### config.mk
export PLATFORM = sky130hd
export DESIGN_NAME = chsr_front
export DESIGN_NICKNAME = d
export VERILOG_FILES = /design/src/rtl/assert_macros.svh /design/src/rtl/chsr_pkg.sv /design/src/rtl/chsr_front.sv
export SDC_FILE = /design/constraint.sdc
export NUM_CORES = 1
export LEC_CHECK = 0
export BUFFER_PORTS_ARGS = -buffer_cell sky130_fd_sc_hd__buf_2
export CORE_MARGIN = 2
export CORE_UTILIZATION = 39
export CTS_CLUSTER_DIAMETER = 80
export DETAILED_ROUTE_END_ITERATION = 7
export PLACE_DENSITY = 0.72
export SYNTH_ARGS = -nofsm -noshare
export SYNTH_HDL_FRONTEND = slang
export SYNTH_SLANG_ARGS = --single-unit
### constraint.sdc
create_clock -name clk -period 4.15 [get_ports clk]
set_input_delay 0.6225 -clock clk [delete_from_list [all_inputs] [get_ports clk]]
set_output_delay 0.6225 -clock clk [all_outputs]
set_load 0.05 [all_outputs]
### src/rtl/assert_macros.svh
// Assertion helpers included by the top-level RTL file.
`ifndef ASSERT_MACROS_SVH
`define ASSERT_MACROS_SVH

// Condition a must bring condition c in the same cycle.
`define CHSR_ASSERT_SAME(label, clk, rst_n, a, c) \
	label: assert property (@(posedge clk) disable iff (!rst_n) (a) |-> (c)) \
		else $error("chsr assertion failed");

// Condition a must bring condition c in the next cycle.
`define CHSR_ASSERT_NEXT(label, clk, rst_n, a, c) \
	label: assert property (@(posedge clk) disable iff (!rst_n) (a) |=> (c)) \
		else $error("chsr assertion failed");

`endif

### src/rtl/chsr_pkg.sv
package chsr_pkg;
	localparam int SAMPLE_W = 24;
	localparam int POS_W = 21;
	localparam int RATIO_W = 21;
	localparam int CC_W = 2;
	localparam int MAX_RESULTS = 16;
	localparam int ACC_W = 32;
	localparam int PROD_W = 54;

	localparam logic [0:0] OP_FRAME = 1'b0;
	localparam logic [0:0] OP_FLUSH = 1'b1;

	localparam logic [0:0] REG_RATIO = 1'b0;
	localparam logic [0:0] REG_CHANNELS = 1'b1;

	// Request classes handed from the front to the back.
	localparam logic [1:0] CLS_FRAME = 2'd0;
	localparam logic [1:0] CLS_FLUSH = 2'd1;
	localparam logic [1:0] CLS_UNITY = 2'd2;

	// Lane datapath commands.
	localparam logic [1:0] LANE_HOLD = 2'd0;
	localparam logic [1:0] LANE_START = 2'd1;
	localparam logic [1:0] LANE_STEP_B = 2'd2;
	localparam logic [1:0] LANE_STEP_C = 2'd3;

	typedef struct packed {
		logic [1:0] cls;
		logic signed [SAMPLE_W-1:0] left;
		logic signed [SAMPLE_W-1:0] right;
	} chsr_item_t;
endpackage

### src/rtl/chsr_front.sv
module chsr_front #(
	parameter int FRAC_BITS = 16
) (
	input logic clk,
	input logic arst_n,
	input logic in_valid,
	output logic in_ready,
	input logic [0:0] operation,
	input logic signed [chsr_pkg::SAMPLE_W-1:0] left_sample,
	input logic signed [chsr_pkg::SAMPLE_W-1:0] right_sample,
	input logic [chsr_pkg::RATIO_W-1:0] ratio,
	output logic q_valid,
	output chsr_pkg::chsr_item_t q_item,
	input logic q_pop
);
	import chsr_pkg::*;

	localparam logic [25:0] ONE_W = 26'(1) << FRAC_BITS;

	chsr_item_t entry_q [2];
	logic wr_ptr_q;
	logic rd_ptr_q;
	logic [1:0] count_q;
	chsr_item_t item;
	logic push;

	always_comb begin
		item.left = left_sample;
		item.right = right_sample;
		if (operation == OP_FLUSH) begin
			item.cls = CLS_FLUSH;
		end else if ({5'b0, ratio} == ONE_W) begin
			item.cls = CLS_UNITY;
		end else begin
			item.cls = CLS_FRAME;
		end
	end

	assign in_ready = (count_q != 2'd2);
	assign push = in_valid && in_ready;
	assign q_valid = (count_q != 2'd0);
	assign q_item = entry_q[rd_ptr_q];

	always_ff @(posedge clk) begin
		if (push) begin
			entry_q[wr_ptr_q] <= item;
		end
	end

	always_ff @(posedge clk or negedge arst_n) begin
		if (!arst_n) begin
			wr_ptr_q <= 1'b0;
			rd_ptr_q <= 1'b0;
			count_q <= 2'd0;
		end else begin
			if (push) begin
				wr_ptr_q <= ~wr_ptr_q;
			end
			if (q_pop) begin
				rd_ptr_q <= ~rd_ptr_q;
			end
			count_q <= count_q + 2'(push) - 2'(q_pop);
		end
	end
endmodule

# ---- Word level (Yosys, flattened, before mapping)
# Memory sizes are Yosys's and may differ from the RTL's.
# Index checks and enable logic that the tools add are counted.
dict set report op_classes {
  n_addsub 2
  eq_ne 2
  mux 4
  bitwise 2
  n_reduce_logical 2
}
# op count
set op_table {}
lappend op_table {{21-bit by 17-bit == test with 1-bit output, second input constant} 1}
lappend op_table {{2-bit 2-to-1 mux} 2}
lappend op_table {{2-bit by 1-bit adder with 2-bit output} 1}
lappend op_table {{1-bit 2-to-1 mux} 2}
lappend op_table {{2-bit != test, second input constant} 1}
lappend op_table {{1-bit NOT} 2}
lappend op_table {{2-bit nonzero test} 1}
lappend op_table {{2-bit by 1-bit subtractor with 2-bit output} 1}
lappend op_table {{1-bit logical AND} 1}
dict set report totals {
  register_bits 4
  ramBits 100
  inputBits 74
  output_inout_bits 52
  word_cells 16
  n_memories 1
}
# name depth width read_ports rd_ports_with_merged_regs write_ports line_no
set memory_table {}
lappend memory_table {entry_q 2 50 1 0 1 chsr_front.sv:20} ;# chsr_item_t entry_q [2];

# ---- Longest topological paths before layout
dict set report logic_depth {
  word_depth 4
  depth_mapped 5
  ltp_nobuf 5
}

# ---- Worst setup path before layout
# No wires, ideal clock.
dict set report synth_path {
  path_type {reg2reg}
  from {reg count_q[0]}
  to {mem entry_q[0][0] in the netlist's numbering (enable)}
  setup_time_ns 0.458
  arrival_ns 3.161
  required_ns 3.692
  path_slack_ns 0.531
  stages_incl_launch_ff 4
  path_buffers 0
  synth_period_minus_slack_ns 3.619
  cell_sequence {dfrtp_1 nand2b_1 nand2_1 nor2_1}
}
dict set report synth_via {
  elab_chain_cells 4
}
# item line_no
set synth_lines {}
lappend synth_lines {{start: declaration} chsr_front.sv:23} ;# logic [1:0] count_q;
lappend synth_lines {{start signal: assignment} chsr_front.sv:62} ;# count_q <= count_q + 2'(push) - 2'(q_pop);
lappend synth_lines {{2-bit != test} chsr_front.sv:39} ;# assign in_ready = (count_q != 2'd2);
lappend synth_lines {{via in_ready} chsr_front.sv:7} ;# output logic in_ready,
lappend synth_lines {{1-bit logical AND} chsr_front.sv:40} ;# assign push = in_valid && in_ready;
lappend synth_lines {{1-bit 2-to-1 mux} chsr_front.sv:45} ;# if (push) begin
lappend synth_lines {{1-bit 2-to-1 mux (not written as such)} chsr_front.sv:46} ;# entry_q[wr_ptr_q] <= item;
lappend synth_lines {{end: declaration} chsr_front.sv:20}
# The timed path passes the listed nets, and every way through them passes these cells.

==> results_dict.tcl <==
set metrics [dict create \
    status "finished clean" \
    synth_ff_type "edfxtp_1" \
    syn2layout_area_growth_pct 24.7 \
    reg2reg_depth 4 \
    place_ws_ps 1710 \
    powerDensity_nw_per_um2 769 \
    rr_startpoint "count_q[0]" \
    worstReg2RegEnd "entry_q[0][23]" \
    drt_first_iter_violations 48 \
    max_freq_mhz 358 \
    dieArea_um2 10700 \
    worstMarginPinSlew_ps 1160 \
    stdcell_area_um2 4800 \
    initial_utilization_pct 39.8 \
    cts_buffers 9 \
    arrival_ps 2170 \
    period_needed_ps 2790 \
    ys_warn_count 0 \
    drtPass1Iterations 4 \
    endpoint_kind "primary output" \
    synth_cell_types 20 \
    period_share_pct 67.2 \
    grt_pass1_vias 2054 \
    htreeDepth 3 \
    gp_congestion 0.697 \
    rows 36 \
    critPathLaunchType "flip-flop" \
    wl_per_cell_um 14.6 \
    maxSlewViolCount 0 \
    max_stage_delay_ps 1140 \
    finalHoldViolCount 0 \
    drt_wl_total_um 6590 \
    skew_ps 6.43 \
    viasPerCell 4.60 \
    grt_setup_unrepaired "no" \
    clock_sinks 104 \
    coreArea_um2 9680 \
    drc_errors 0 \
    tns_ps 0 \
    setup_viol 0 \
    finalPower_w 0.00369 \
    drive_gt1_share_pct 62.1 \
    track_usage_pct 12.5 \
    io_pins 126 \
    syn_inst 180 \
    worst_slack_ps 1360 \
    synth_nets 255 \
    io_buffers 125 \
    die_y_um 103 \
    syn_area_um2 3850 \
    final_nets 387 \
    cpMaxStageDelayCell "dfrtp_2" \
    cp_max_fo 51 \
    ys_seq_area_share_pct 80.6 \
    synthTopCellsByArea "edfxtp_1, mux2_2, dfrtp_1, buf_2, xnor2_1" \
    r2r_setup_slack_ps 2040 \
    placed_cell_area_um2 4640 \
    ctsResizeCount 0 \
    postSynthAreaPerCell_um2 21.4 \
    p_leak_nw 1.80 \
    async_flop_share_pct 3.85 \
    postCtsHoldBufs 0 \
    die_w_um 103 \
    clk_pin_slew_ps 90 \
    grt_pass1_wl_um 9700 \
    cts_tree "built" \
    synth_top_cell_area_share_pct 78.0 \
    cp_cell_sequence "mux2_2, buf_2" \
    synth_edf_count 100 \
    drtAntennaViolNets 0 \
    ys_ff_latch 104 \
    synth_common_cells "edfxtp_1, mux2_2, buf_2" \
    hp-class "in2async" \
    ctsRootBufferMaster "clkbuf_8" \
    irDropWorstVdd_uv 311 \
    path_class "reg2out" \
    place_hpwl_um 4390 \
    vias 2068 \
    synth_largest_area_cell "edfxtp_1" \
    clk_latency_ps 350 \
    yosysMostFrequentCell "edfxtp_1" \
    required_ps 3530 \
    antenna_found_initial 0 \
    grt_max_degree 52 \
    max-cap-violations 0 \
    ctsLongestPathBuffers 2 \
    antenna_cells_inserted 0 \
    grt_overflow 0 \
    slew_headroom_pct 22.8 \
    post-cts-setup-buffer-count 0 \
]
==> report_power, final <==
group / switching [W] / internal [W] / total [W] / leakage, nW
clock: 0.000322 / 0.000214 / 0.000536 / 0.0757
sequential: 0.000153 / 0.00143 / 0.00159 / 0.976
combinational: 0.00112 / 0.000448 / 0.00157 / 0.746
total: 0.00160 / 0.00210 / 0.00369 / 1.80
==> state kept, by name (all words and copies together), names as in the netlist <==
| signal | flops |
|---|---|
| count_q | 2 |
| entry_q | 100 |
| rd_ptr_q | 1 |
| wr_ptr_q | 1 |
==> stage by stage <==
step	hold WS, ps	util, %	instances
6_report	53.7	49.6	450
5_1_grt	34.8	49.6	450
4_1_cts	33.3	49.6	450
3_5_place_dp	434	47.9	434
3_3_place_gp	431	47.9	434
2_1_floorplan	327	-	180
==> critical path: cells and delay by family (launching register included) <==
family   cells  cell delay [ps]
buf+inv      1              210
mux          1              440
flops        1             1140
==> cells by family after synthesis <==
kind of cell    after synthesis  share of synthesized area (%)
fa+ha+maj                     1                          0.325
compound gates                2                          0.390
simple gates                 13                           2.37
flops                       104                           80.6
buf+inv                       6                          0.780
mux                          50                           14.6
xor+xnor                      4                          0.910
==> cells in the final DEF, fill, tap and decap left out, drive strengths merged <==
cell        n
clkbuf     10
nand2       1
a21oi       1
and3        1
mux2       50
clkinv      3
nand2b      1
a21bo       1
buf       127
nor3b       1
edfxtp    100
nor4b       1
ha          1
nand4       1
xnor2       3
clkinvlp    3
nor4        4
or4         1
xor2        1
nor2        1
dfrtp       4
or2         1
==> per-layer routing <==
layer,GRT usage (%),vias to the layer above,share of wire [%]
li1,-,977,-
met1,13.6,1000,40
met2,21.6,81,52
met3,4.30,10,6.4
met4,6.07,0,1.7
met5,0,-,0
==> area by class of cell <==
cell class / instances / area [µm²]
Clock buffer: 10 / 128
Clock inverter: 6 / 36.3
Fill cell: 854 / 4880
Multi-Input combinational cell: 70 / 726
Sequential cell: 104 / 3100
Tap cell: 133 / 166
Timing Repair Buffer: 127 / 641
==> how the worst max path moves through the flow <==
stage                from       endpoint  slack [ps]  cells after the start
2_1_floorplan  count_q[0]  entry_q[0][0]         530                      3
4_1_cts          rd_ptr_q     q_item[15]        1300                      2
5_1_grt          rd_ptr_q     q_item[18]        1210                      2
3_3_place_gp     rd_ptr_q     q_item[15]        1710                      2
6_report         rd_ptr_q     q_item[18]        1360                      2
3_5_place_dp     rd_ptr_q     q_item[15]        1710                      2
No activity file was read; power rests on OpenSTA's default activity.
